<file path="config.mk">
export PLATFORM = sky130hd
export DESIGN_NAME = http_request_tokenizer
export DESIGN_NICKNAME = d
export VERILOG_FILES = /design/src/hw/rtl/hrt_pkg.sv /design/src/hw/rtl/hrt_core.sv /design/src/hw/rtl/hrt_rbuf.sv /design/src/hw/rtl/http_request_tokenizer.sv
export SDC_FILE = /design/constraint.sdc
export NUM_CORES = 1
export LEC_CHECK = 0
export BUFFER_PORTS_ARGS = -buffer_cell sky130_fd_sc_hd__buf_2
export CORE_UTILIZATION = 45
export CTS_BUF_LIST = sky130_fd_sc_hd__clkbuf_8 sky130_fd_sc_hd__clkbuf_16
export CTS_CLUSTER_DIAMETER = 80
export DETAILED_ROUTE_END_ITERATION = 10
export GPL_TIMING_DRIVEN = 1
export PLACE_DENSITY = 0.63
export SYNTH_ARGS = -nofsm -noshare
export SYNTH_HDL_FRONTEND = slang
export SYNTH_HIERARCHICAL = 1
export SYNTH_SLANG_ARGS = --single-unit
export TNS_END_PERCENT = 20
</file>
<file path="constraint.sdc">
create_clock -name aclk -period 5.8 [get_ports aclk]
set_input_delay 0.29 -clock aclk [delete_from_list [all_inputs] [get_ports aclk]]
set_output_delay 0.29 -clock aclk [all_outputs]
set_load 0.05 [all_outputs]
</file>
<file path="src/hw/rtl/hrt_pkg.sv">
// ----------------------------------------------------------------------------
// hrt_pkg
// Types and constants shared by the HTTP request tokenizer modules.
// ----------------------------------------------------------------------------
package hrt_pkg;

    typedef enum logic [3:0] {
        KIND_METHOD_END = 4'd0,
        KIND_PATH       = 4'd1,
        KIND_QUERY      = 4'd2,
        KIND_VERSION    = 4'd3,
        KIND_NAME       = 4'd4,
        KIND_VALUE      = 4'd5,
        KIND_HDR_END    = 4'd6,
        KIND_BODY       = 4'd7,
        KIND_DONE       = 4'd8,
        KIND_ERROR      = 4'd9
    } kind_t;

    typedef enum logic [8:0] {
        PH_METHOD  = 9'b000000001,
        PH_PATH    = 9'b000000010,
        PH_QUERY   = 9'b000000100,
        PH_VERSION = 9'b000001000,
        PH_LSTART  = 9'b000010000,
        PH_NAME    = 9'b000100000,
        PH_VALUE   = 9'b001000000,
        PH_BODY    = 9'b010000000,
        PH_BLANKCR = 9'b100000000
    } phase_t;

    localparam int NUM_VERBS = 9;
    localparam int VERB_MAX  = 7;

    localparam logic [7:0] CH_SP    = 8'h20;
    localparam logic [7:0] CH_TAB   = 8'h09;
    localparam logic [7:0] CH_VT    = 8'h0B;
    localparam logic [7:0] CH_FF    = 8'h0C;
    localparam logic [7:0] CH_CR    = 8'h0D;
    localparam logic [7:0] CH_LF    = 8'h0A;
    localparam logic [7:0] CH_QMARK = 8'h3F;
    localparam logic [7:0] CH_COLON = 8'h3A;

    // GET POST PUT DELETE PATCH HEAD OPTIONS CONNECT TRACE
    localparam logic [7:0] VERB_TEXT [NUM_VERBS][VERB_MAX] = '{
        '{8'h47, 8'h45, 8'h54, 8'h00, 8'h00, 8'h00, 8'h00},
        '{8'h50, 8'h4F, 8'h53, 8'h54, 8'h00, 8'h00, 8'h00},
        '{8'h50, 8'h55, 8'h54, 8'h00, 8'h00, 8'h00, 8'h00},
        '{8'h44, 8'h45, 8'h4C, 8'h45, 8'h54, 8'h45, 8'h00},
        '{8'h50, 8'h41, 8'h54, 8'h43, 8'h48, 8'h00, 8'h00},
        '{8'h48, 8'h45, 8'h41, 8'h44, 8'h00, 8'h00, 8'h00},
        '{8'h4F, 8'h50, 8'h54, 8'h49, 8'h4F, 8'h4E, 8'h53},
        '{8'h43, 8'h4F, 8'h4E, 8'h4E, 8'h45, 8'h43, 8'h54},
        '{8'h54, 8'h52, 8'h41, 8'h43, 8'h45, 8'h00, 8'h00}
    };

    localparam logic [2:0] VERB_LEN [NUM_VERBS] = '{
        3'd3, 3'd4, 3'd3, 3'd6, 3'd5, 3'd4, 3'd7, 3'd7, 3'd5
    };

    typedef struct packed {
        phase_t                 phase;
        logic [NUM_VERBS-1:0]   verb_mask;
        logic [2:0]             verb_len;
        logic                   verb_overlong;
        logic                   name_nonempty;
        logic                   colon_seen;
        logic                   skipping_space;
        logic                   pending_cr;
    } tok_state_t;

    localparam tok_state_t TOK_STATE_RESET = '{
        phase:          PH_METHOD,
        verb_mask:      '1,
        verb_len:       3'd0,
        verb_overlong:  1'b0,
        name_nonempty:  1'b0,
        colon_seen:     1'b0,
        skipping_space: 1'b0,
        pending_cr:     1'b0
    };

    typedef struct packed {
        kind_t      kind;
        logic [7:0] char_out;
        logic [3:0] method_code;
        logic       header_ok;
        logic       final_result;
    } tok_result_t;

    localparam int RBUF_DEPTH = 4;
    localparam int RBUF_AW    = $clog2(RBUF_DEPTH);

endpackage

</file>
<file path="src/hw/rtl/hrt_core.sv">
// ----------------------------------------------------------------------------
// hrt_core
// Per-byte classification: next tokenizer state and up to two results.
// ----------------------------------------------------------------------------
module hrt_core
    import hrt_pkg::*;
(
    input  tok_state_t  state,
    input  logic [7:0]  data_byte,
    input  logic        end_of_buffer,
    output tok_state_t  state_next,
    output tok_result_t res0,
    output tok_result_t res1,
    output logic [1:0]  res_count
);

    function automatic tok_result_t mk_res(kind_t k, logic [7:0] ch, logic [3:0] code,
                                           logic ok);
        tok_result_t r;
        r.kind         = k;
        r.char_out     = ch;
        r.method_code  = code;
        r.header_ok    = ok;
        r.final_result = 1'b0;
        return r;
    endfunction

    logic        is_eol;
    logic        is_blank;
    logic [3:0]  method_code;
    tok_state_t  st;
    tok_result_t byte_res;
    logic        byte_vld;
    tok_result_t end_res;

    assign is_eol   = (data_byte == CH_CR) || (data_byte == CH_LF);
    assign is_blank = (data_byte == CH_SP) || (data_byte == CH_TAB) ||
                      (data_byte == CH_VT) || (data_byte == CH_FF);

    always_comb begin
        method_code = 4'd0;
        if (!state.verb_overlong) begin
            for (int i = NUM_VERBS - 1; i >= 0; i--) begin
                if (state.verb_mask[i] && (VERB_LEN[i] == state.verb_len)) begin
                    method_code = 4'(i + 1);
                end
            end
        end
    end

    always_comb begin
        st       = state;
        byte_vld = 1'b0;
        byte_res = mk_res(KIND_BODY, 8'd0, 4'd0, 1'b0);
        end_res  = mk_res(KIND_DONE, 8'd0, 4'd0, 1'b0);

        case (state.phase)
            PH_METHOD: begin
                if (data_byte == CH_SP) begin
                    byte_vld = 1'b1;
                    byte_res = mk_res(KIND_METHOD_END, 8'd0, method_code, 1'b0);
                    st.phase = PH_PATH;
                end else if (state.verb_len == 3'(VERB_MAX)) begin
                    st.verb_overlong = 1'b1;
                end else begin
                    for (int i = 0; i < NUM_VERBS; i++) begin
                        if ((VERB_LEN[i] <= state.verb_len) ||
                            (VERB_TEXT[i][state.verb_len] != data_byte)) begin
                            st.verb_mask[i] = 1'b0;
                        end
                    end
                    st.verb_len = state.verb_len + 3'd1;
                end
            end
            PH_PATH: begin
                if (data_byte == CH_SP) begin
                    st.phase = PH_VERSION;
                end else if (data_byte == CH_QMARK) begin
                    st.phase = PH_QUERY;
                end else begin
                    byte_vld = 1'b1;
                    byte_res = mk_res(KIND_PATH, data_byte, 4'd0, 1'b0);
                end
            end
            PH_QUERY: begin
                if (data_byte == CH_SP) begin
                    st.phase = PH_VERSION;
                end else begin
                    byte_vld = 1'b1;
                    byte_res = mk_res(KIND_QUERY, data_byte, 4'd0, 1'b0);
                end
            end
            PH_VERSION: begin
                if (is_eol) begin
                    st.pending_cr = (data_byte == CH_CR);
                    st.phase      = PH_LSTART;
                end else begin
                    byte_vld = 1'b1;
                    byte_res = mk_res(KIND_VERSION, data_byte, 4'd0, 1'b0);
                end
            end
            PH_LSTART, PH_BLANKCR: begin
                st.pending_cr = 1'b0;
                if (state.phase == PH_LSTART && state.pending_cr && data_byte == CH_LF) begin
                    st.phase = PH_LSTART;
                end else if (state.phase == PH_BLANKCR && data_byte == CH_LF) begin
                    st.phase = PH_BODY;
                end else begin
                    // line start
                    st.name_nonempty  = 1'b0;
                    st.colon_seen     = 1'b0;
                    st.skipping_space = 1'b0;
                    if (data_byte == CH_CR) begin
                        st.phase = PH_BLANKCR;
                    end else if (data_byte == CH_LF) begin
                        st.phase = PH_BODY;
                    end else if (data_byte == CH_COLON) begin
                        st.colon_seen     = 1'b1;
                        st.skipping_space = 1'b1;
                        st.phase          = PH_VALUE;
                    end else begin
                        st.name_nonempty = 1'b1;
                        st.phase         = PH_NAME;
                        byte_vld         = 1'b1;
                        byte_res         = mk_res(KIND_NAME, data_byte, 4'd0, 1'b0);
                    end
                end
            end
            PH_NAME, PH_VALUE: begin
                if (is_eol) begin
                    byte_vld = 1'b1;
                    byte_res = mk_res(KIND_HDR_END, 8'd0, 4'd0,
                                      state.colon_seen && state.name_nonempty);
                    st.pending_cr     = (data_byte == CH_CR);
                    st.name_nonempty  = 1'b0;
                    st.colon_seen     = 1'b0;
                    st.skipping_space = 1'b0;
                    st.phase          = PH_LSTART;
                end else if (state.phase == PH_NAME) begin
                    if (data_byte == CH_COLON) begin
                        st.colon_seen     = 1'b1;
                        st.skipping_space = 1'b1;
                        st.phase          = PH_VALUE;
                    end else begin
                        byte_vld = 1'b1;
                        byte_res = mk_res(KIND_NAME, data_byte, 4'd0, 1'b0);
                    end
                end else if (!(state.skipping_space && is_blank)) begin
                    st.skipping_space = 1'b0;
                    byte_vld          = 1'b1;
                    byte_res          = mk_res(KIND_VALUE, data_byte, 4'd0, 1'b0);
                end
            end
            default: begin
                st.phase = PH_BODY;
                byte_vld = 1'b1;
                byte_res = mk_res(KIND_BODY, data_byte, 4'd0, 1'b0);
            end
        endcase

        if (st.phase == PH_METHOD || st.phase == PH_PATH || st.phase == PH_QUERY) begin
            end_res = mk_res(KIND_ERROR, 8'd0, 4'd0, 1'b0);
        end else begin
            end_res = mk_res(KIND_DONE, 8'd0, 4'd0,
                             (st.phase == PH_VALUE) && st.name_nonempty);
        end
        end_res.final_result = 1'b1;
    end

    always_comb begin
        state_next = st;
        res0       = byte_res;
        res1       = end_res;
        res_count  = 2'd0;
        if (end_of_buffer) begin
            state_next = TOK_STATE_RESET;
            if (byte_vld) begin
                res_count = 2'd2;
            end else begin
                res0      = end_res;
                res_count = 2'd1;
            end
        end else if (byte_vld) begin
            res0.final_result = 1'b1;
            res_count         = 2'd1;
        end
    end

endmodule

</file>
<file path="src/hw/rtl/hrt_rbuf.sv">
// ----------------------------------------------------------------------------
// hrt_rbuf
// Result queue: takes up to two results per cycle, hands out one per cycle while the reader is ready.
// ----------------------------------------------------------------------------
module hrt_rbuf
    import hrt_pkg::*;
(
    input  logic        aclk,
    input  logic        aresetn,
    input  tok_result_t wr_res0,
    input  tok_result_t wr_res1,
    input  logic [1:0]  wr_count,
    output logic        room_reg,
    output logic        rd_valid,
    input  logic        rd_ready,
    output tok_result_t rd_res
);

    tok_result_t              entry_reg [RBUF_DEPTH];
    logic [RBUF_AW-1:0]       wr_ptr_reg;
    logic [RBUF_AW-1:0]       wr_ptr_next;
    logic [RBUF_AW-1:0]       rd_ptr_reg;
    logic [RBUF_AW-1:0]       rd_ptr_next;
    logic [RBUF_AW:0]         fill_reg;
    logic [RBUF_AW:0]         fill_next;
    logic                     pop;

    assign rd_valid = (fill_reg != '0);
    assign rd_res   = entry_reg[rd_ptr_reg];
    assign pop      = rd_valid && rd_ready;

    always_comb begin
        wr_ptr_next = wr_ptr_reg + RBUF_AW'(wr_count);
        rd_ptr_next = rd_ptr_reg + RBUF_AW'(pop);
        fill_next   = fill_reg + (RBUF_AW + 1)'(wr_count) - (RBUF_AW + 1)'(pop);
    end

    always_ff @(posedge aclk) begin
        if (!aresetn) begin
            wr_ptr_reg <= '0;
            rd_ptr_reg <= '0;
            fill_reg   <= '0;
            room_reg   <= 1'b0;
        end else begin
            wr_ptr_reg <= wr_ptr_next;
            rd_ptr_reg <= rd_ptr_next;
            fill_reg   <= fill_next;
            // at least two free entries
            room_reg   <= (fill_next <= (RBUF_AW + 1)'(RBUF_DEPTH - 2));
        end
    end

    always_ff @(posedge aclk) begin
        if (wr_count != 2'd0) begin
            entry_reg[wr_ptr_reg] <= wr_res0;
        end
        if (wr_count == 2'd2) begin
            entry_reg[wr_ptr_reg + RBUF_AW'(1)] <= wr_res1;
        end
    end

endmodule

</file>
<file path="src/hw/rtl/http_request_tokenizer.sv">
// ----------------------------------------------------------------------------
// http_request_tokenizer
// Streaming HTTP/1.1 request tokenizer, one request byte per transfer.
// ----------------------------------------------------------------------------
// Each accepted byte is classified in the cycle it is taken and its results
// (none, one or two) are written to a four-entry result queue; the m_ channel
// drains that queue at one result per cycle while m_ready is high. With a ready
// sink the block takes one byte per cycle. Only the end-of-buffer byte can yield
// two results; s_ready drops whenever fewer than two queue entries are free.
// Results are registered in the queue before they reach the m_ channel.
// ----------------------------------------------------------------------------
module http_request_tokenizer
    import hrt_pkg::*;
(
    input  logic       aclk,
    input  logic       aresetn,
    input  logic       s_valid,
    output logic       s_ready,
    input  logic [7:0] s_data_byte,
    input  logic       s_end_of_buffer,
    output logic       m_valid,
    input  logic       m_ready,
    output logic [3:0] m_token_kind,
    output logic [7:0] m_char_out,
    output logic [3:0] m_method_code,
    output logic       m_header_ok,
    output logic       m_final_result
);

    tok_state_t  state_reg;
    tok_state_t  state_next;
    tok_result_t core_res0;
    tok_result_t core_res1;
    logic [1:0]  core_count;
    logic [1:0]  push_count;
    logic        s_xfer;
    tok_result_t out_res;

    assign s_xfer     = s_valid && s_ready;
    assign push_count = s_xfer ? core_count : 2'd0;

    hrt_core u_core (
        .state         (state_reg),
        .data_byte     (s_data_byte),
        .end_of_buffer (s_end_of_buffer),
        .state_next    (state_next),
        .res0          (core_res0),
        .res1          (core_res1),
        .res_count     (core_count)
    );

    always_ff @(posedge aclk) begin
        if (!aresetn) begin
            state_reg <= TOK_STATE_RESET;
        end else if (s_xfer) begin
            state_reg <= state_next;
        end
    end

    hrt_rbuf u_rbuf (
        .aclk     (aclk),
        .aresetn  (aresetn),
        .wr_res0  (core_res0),
        .wr_res1  (core_res1),
        .wr_count (push_count),
        .room_reg (s_ready),
        .rd_valid (m_valid),
        .rd_ready (m_ready),
        .rd_res   (out_res)
    );

    assign m_token_kind   = out_res.kind;
    assign m_char_out     = out_res.char_out;
    assign m_method_code  = out_res.method_code;
    assign m_header_ok    = out_res.header_ok;
    assign m_final_result = out_res.final_result;

endmodule
</file>
== Word-level counts from Yosys, hierarchy flattened ==
Memory sizes are Yosys's and may differ from the RTL's. A register that Yosys moved wholly into a read port is not among the register bits.
Index checks and enable logic that the tools add are counted.

* Register bits after elaboration: 34
* Memory bits (writable): 72
* Bits in read-only memories: 576
* Bits of input ports: 13
* Output and inout port bits: 20
* Logic and storage cells: 265
* Memories kept: 10

{| class="wikitable"
|+ Memory list
! name !! depth !! bits a word !! rd ports !! clocked after Yosys merged registers in !! wr ports !! RTL line !! text
|-
| u_rbuf.entry_reg || 4 || 18 || 1 || 1 || 2 || hrt_rbuf.sv:19 || <nowiki>tok_result_t entry_reg [RBUF_DEPTH];</nowiki>
|-
| (name not given) || 8 || 8 || 1 || 0 || 0 || hrt_core.sv:68 || <nowiki>(VERB_TEXT[i][state.verb_len] != data_byte)) begin</nowiki>
|-
| (name not given) || 8 || 8 || 1 || 0 || 0 || hrt_core.sv:68 ||
|-
| (name not given) || 8 || 8 || 1 || 0 || 0 || hrt_core.sv:68 ||
|-
| (name not given) || 8 || 8 || 1 || 0 || 0 || hrt_core.sv:68 ||
|-
| (name not given) || 8 || 8 || 1 || 0 || 0 || hrt_core.sv:68 ||
|-
| 4 more memories || - || - || - || - || - || - ||
|}

* Add/sub/neg operators: 6
* Order comparisons: 7
* Equality and inequality tests: 45
* Mux-type cells: 112
* Bitwise logic cells: 1
* Reduce and logical (&&, ||, !) cells: 64

{| class="wikitable"
|+ Operators by type and width
! cell !! count
|-
| 8-bit two-way mux || 19
|-
| 18-bit two-way mux || 8
|-
| 18-bit one-hot mux with 6 select lines || 1
|-
| 9-bit two-way mux || 11
|-
| 17-bit two-way mux || 5
|-
| 8-bit inequality test || 9
|-
| 9-bit one-hot mux with 6 select lines || 1
|-
| 5-bit AND reduction || 9
|-
| 8-bit by 4-bit equality test with 1-bit output, second input constant || 5
|-
| 4-bit two-way mux || 10
|-
| 1-bit two-way mux || 35
|-
| 16-bit two-way mux || 2
|-
| 13-bit two-way mux || 2
|-
| 26-bit two-way mux || 1
|-
| 8-bit by 6-bit equality test with 1-bit output, second input constant || 3
|-
| 2-bit nonzero test || 12
|-
| 9-bit by 1-bit equality test with 1-bit output, second input constant || 2
|-
| 9-bit by 2-bit equality test with 1-bit output, second input constant || 2
|-
| 9-bit by 3-bit equality test with 1-bit output, second input constant || 2
|-
| 9-bit by 7-bit equality test with 1-bit output, second input constant || 2
|-
| 1-bit logical AND || 17
|-
| 1-bit logical OR || 15
|-
| 15-bit two-way mux || 1
|-
| 2-bit two-way mux || 7
|-
| other kinds (36) || 54
|}

== Longest topological paths before layout ==
* Word-level depth: 16
* Mapped depth: 17
* Mapped depth without buffers: 14

== By module ==
The synthesis kept the hierarchy.

{| class="wikitable"
|+ By module, submodules not included
! module !! instances !! cells each !! area an instance (sq um) !! seq. area each (sq um)
|-
| hrt_rbuf || 1 || 223 || 4,006.3 || 2,322.2
|-
| hrt_core || 1 || 383 || 2,388.5 || 0.0
|-
| http_request_tokenizer || 1 || 121 || 1,133.6 || 520.5
|}

== Least setup slack after synthesis ==
Ideal clock, no wire load.

* Path kind: register to register
* Start point: register state_reg[21] (netlist name)
* End point: memory u_rbuf/entry_reg[0][0] (netlist name) (enable)
* Library setup time: 421 ps
* Arrival: 4,328 ps
* Required time: 5,379 ps
* Slack: 1,051 ps
* Stages on the path, launching flop included: 15
* Buffers on the path: 3
* Period minus slack after synthesis: 4,749 ps
* Path through: dfxtp_1 clkbuf_1 or4_1 nor4_1 a21oi_1 o211ai_2 a21oi_1 and3_1 ha_1 inv_1 buf_4 and3_1 clkbuf_2 nor2_1 o31ai_1

{| class="wikitable"
|+ RTL lines
! element !! RTL line !! text
|-
| start: declaration || http_request_tokenizer.sv:30 || <nowiki>tok_state_t state_reg;</nowiki>
|-
| start signal: assignment || http_request_tokenizer.sv:56 || <nowiki>state_reg <= state_next;</nowiki>
|-
| end: declaration || hrt_rbuf.sv:19 ||
|}

==> impl_metrics.ini <==
[clock_tree]
cts.root.buffer_cell = clkbuf_16
cts_hold_buf = 0
cts_resized = 0
htree_levels = 3
cts_sinks = 106
cts_inserted_buffers = 9
clkLatencyLatePin_ns = 0.36
clockBufferDepth = 2
post_cts_buffers = 0
clk_pin_slew_ns = 0.08
cts_tree = yes

[routing]
drc = 0
num_vias = 5717
firstDrtPassIters = 5
ant_nets = 0
drt_iter0_markers = 505
wire_per_inst_um = 19.8
wl_um = 18500
vias_per_cell = 6.10

[yosys]
synth_top_area_share_pct = 28.7
syn_area_um2 = 7530
yosysSeqAreaShare_pct = 37.8
synthTopCellsByCount = 72 x edfxtp_1, 62 x mux2_2, 56 x nand2_1, 41 x nor2_1, 34 x dfxtp_1
synth_cells = 727
ys.flop_type = edfxtp_1
synth.largest_area_cell = edfxtp_1
ys_warn_count = 6
synth_edf_count = 72
yosysMostFrequentCell = edfxtp_1
async_reset_ff_share_pct = 0
ys_seq_elements = 106
netlist-cell-type-count = 89
postSynthAreaPerCell_um2 = 10.4
synthTopCellsByArea = edfxtp_1 29%, mux2_2 9.3%, dfxtp_1 9.0%

[setup_path]
cp-end-kind = register
cp_top_family = simple AND/OR/NAND/NOR gates
cp.required_ns = 5.90
critPathMaxStageDelay_ns = 0.78
path_buf_inv = 2
path_class = reg -> reg
worstPathArrival_ns = 4.88
cp_slowest_cell = nand4b_1
cp_cell_sequence = or4_1 > nor4_1 > a21oi_1 > o211ai_2 > a21oi_1 > and3_1 > ha_1 > inv_1 > and3_1 > nand4b_1 > buf_4 > mux2_2
critPathLaunchType = register
path_max_fanout = 12

[job]
maxCapViolCount = 0

[placement]
place_hpwl_um = 12400
io_buffers = 32
gp_congestion = 0.919

[floorplan]
initial_core_util_pct = 46.7
die_h_um = 131
io_pins = 33
chipWidth_um = 131
die-area_um2 = 17300
rows = 46
core-area_um2 = 16100

[sta]
finalMaxSlewViolations = 0
relSlewSlack_pct = 27.8
setup_viol = 0
finClkSkew_ns = 0.00930
rsz0062_at_grt = false
hold_ws_ns = 0.309
tightestPinTransition_ns = 1.08
finalSetupTns_ns = 0
hold_violations = 0
fin_crit_ns = 4.78
fmax_ghz = 0.209
post-route-period-util_pct = 82.3

[global_routing]
grt_pass1_vias = 5506
grt_max_degree = 51
grt_overflow = 0
grt_pass1_wl_um = 30300
track_usage_pct = 21.9
antenna_found_initial = 0

[cells_and_area]
largest_reg_flops = 72
drive_gt1_share_pct = 26.2
fill_cells = 1506
n_antenna_cell = 0
final_nets = 740
area_growth_pct = 5.65

[power_and_ir_drop]
cellPowerDensity_nw_per_um2 = 298
leakagePower_uw = 0.00296
vdd_drop_max_mv = 0.175

[outcome]
status = finished clean

[min_path]
holdCritPathClass = in -> reg
area by class of cell:
class,instances,area [µm²],share of cell area (%)
Sequential cell,106,2840,35.7
Inverter,24,90.1,1.13
Clock inverter,7,88.8,1.12
Tap cell,216,270,3.40
Clock buffer,9,225,2.83
Timing Repair Buffer,43,243,3.05
Multi-Input combinational cell,532,4190,52.7
worst register-to-register path, stage by stage (launching register included):
cell and delay [ns]:
dfxtp_1 0.42, or4_1 0.59, nor4_1 0.51, a21oi_1 0.22
o211ai_2 0.27, a21oi_1 0.09, and3_1 0.22, ha_1 0.28
inv_1 0.08, and3_1 0.34, nand4b_1 0.78, buf_4 0.45
mux2_2 0.29
through the flow:
step | setup slack (ns) | instance area, µm² | cells | util [%] | total power (µW)
floorplan | 1.05 | 7580 | 741 | - | 1600
global placement | 1.22 | 7640 | 921 | 47.4 | 1740
detailed placement | 1.11 | 7640 | 921 | 47.4 | 1750
CTS | 1.08 | 7950 | 937 | 49.4 | 2390
global route | 0.728 | 7950 | 937 | 49.4 | 2480
finish | 1.02 | 7950 | 937 | 49.4 | 2370
layout by cell type, fill, tap and decap left out, types with 18 or more instances in the layout:
cell | Yosys | routed
nand4_1 | 21 | 21
a21oi_1 | 30 | 30
mux2_2 | 62 | 62
buf_2 | 15 | 32
inv_1 | 23 | 23
mux4_2 | 18 | 18
nor2_1 | 41 | 41
nand3_1 | 23 | 23
dfxtp_1 | 34 | 34
edfxtp_1 | 72 | 72
nand2_1 | 56 | 56
o21ai_0 | 30 | 30
layer usage:
metal	vias to the layer above	part of all wire, %	track usage, %
met5	-	0	0
met4	0	1.2	5.30
met3	18	5.0	4.09
met2	195	48	36.6
met1	2811	46	29.1
li1	2693	-	-
power by group:
| group | switching (µW) | internal, µW |
|---|---|---|
| registers | 45.4 | 868 |
| logic | 519 | 301 |
| clock network | 322 | 313 |
final timing paths:
path,cells past startpoint,end,start,slack (ns)
worst min-delay path,3,u_rbuf/rd_ptr_reg[1]$_SDFF_PN0_,m_ready,0.31
worst min register to register,2,state_reg[2]$_SDFFE_PN0P_,state_reg[2]$_SDFFE_PN0P_,0.49
worst max register to register,12,u_rbuf/entry_reg[0][4]$_DFFE_PP_,state_reg[21]$_SDFFE_PN0P_,1.02
worst max-delay path,12,u_rbuf/entry_reg[0][4]$_DFFE_PP_,state_reg[21]$_SDFFE_PN0P_,1.02
cells by family after synthesis:
group,count (synthesis),synth area share [%]
and+or+nand+nor,231,17.3
AOI/OAI and AO/OA,157,15.2
DFF,106,37.8
buffers and inverters,103,7.50
muxes,95,17.3
xor gates and xnor gates,22,2.93
adders and majority gates,11,1.93
other,2,0.0998
Power figures use the tool's default switching activity.
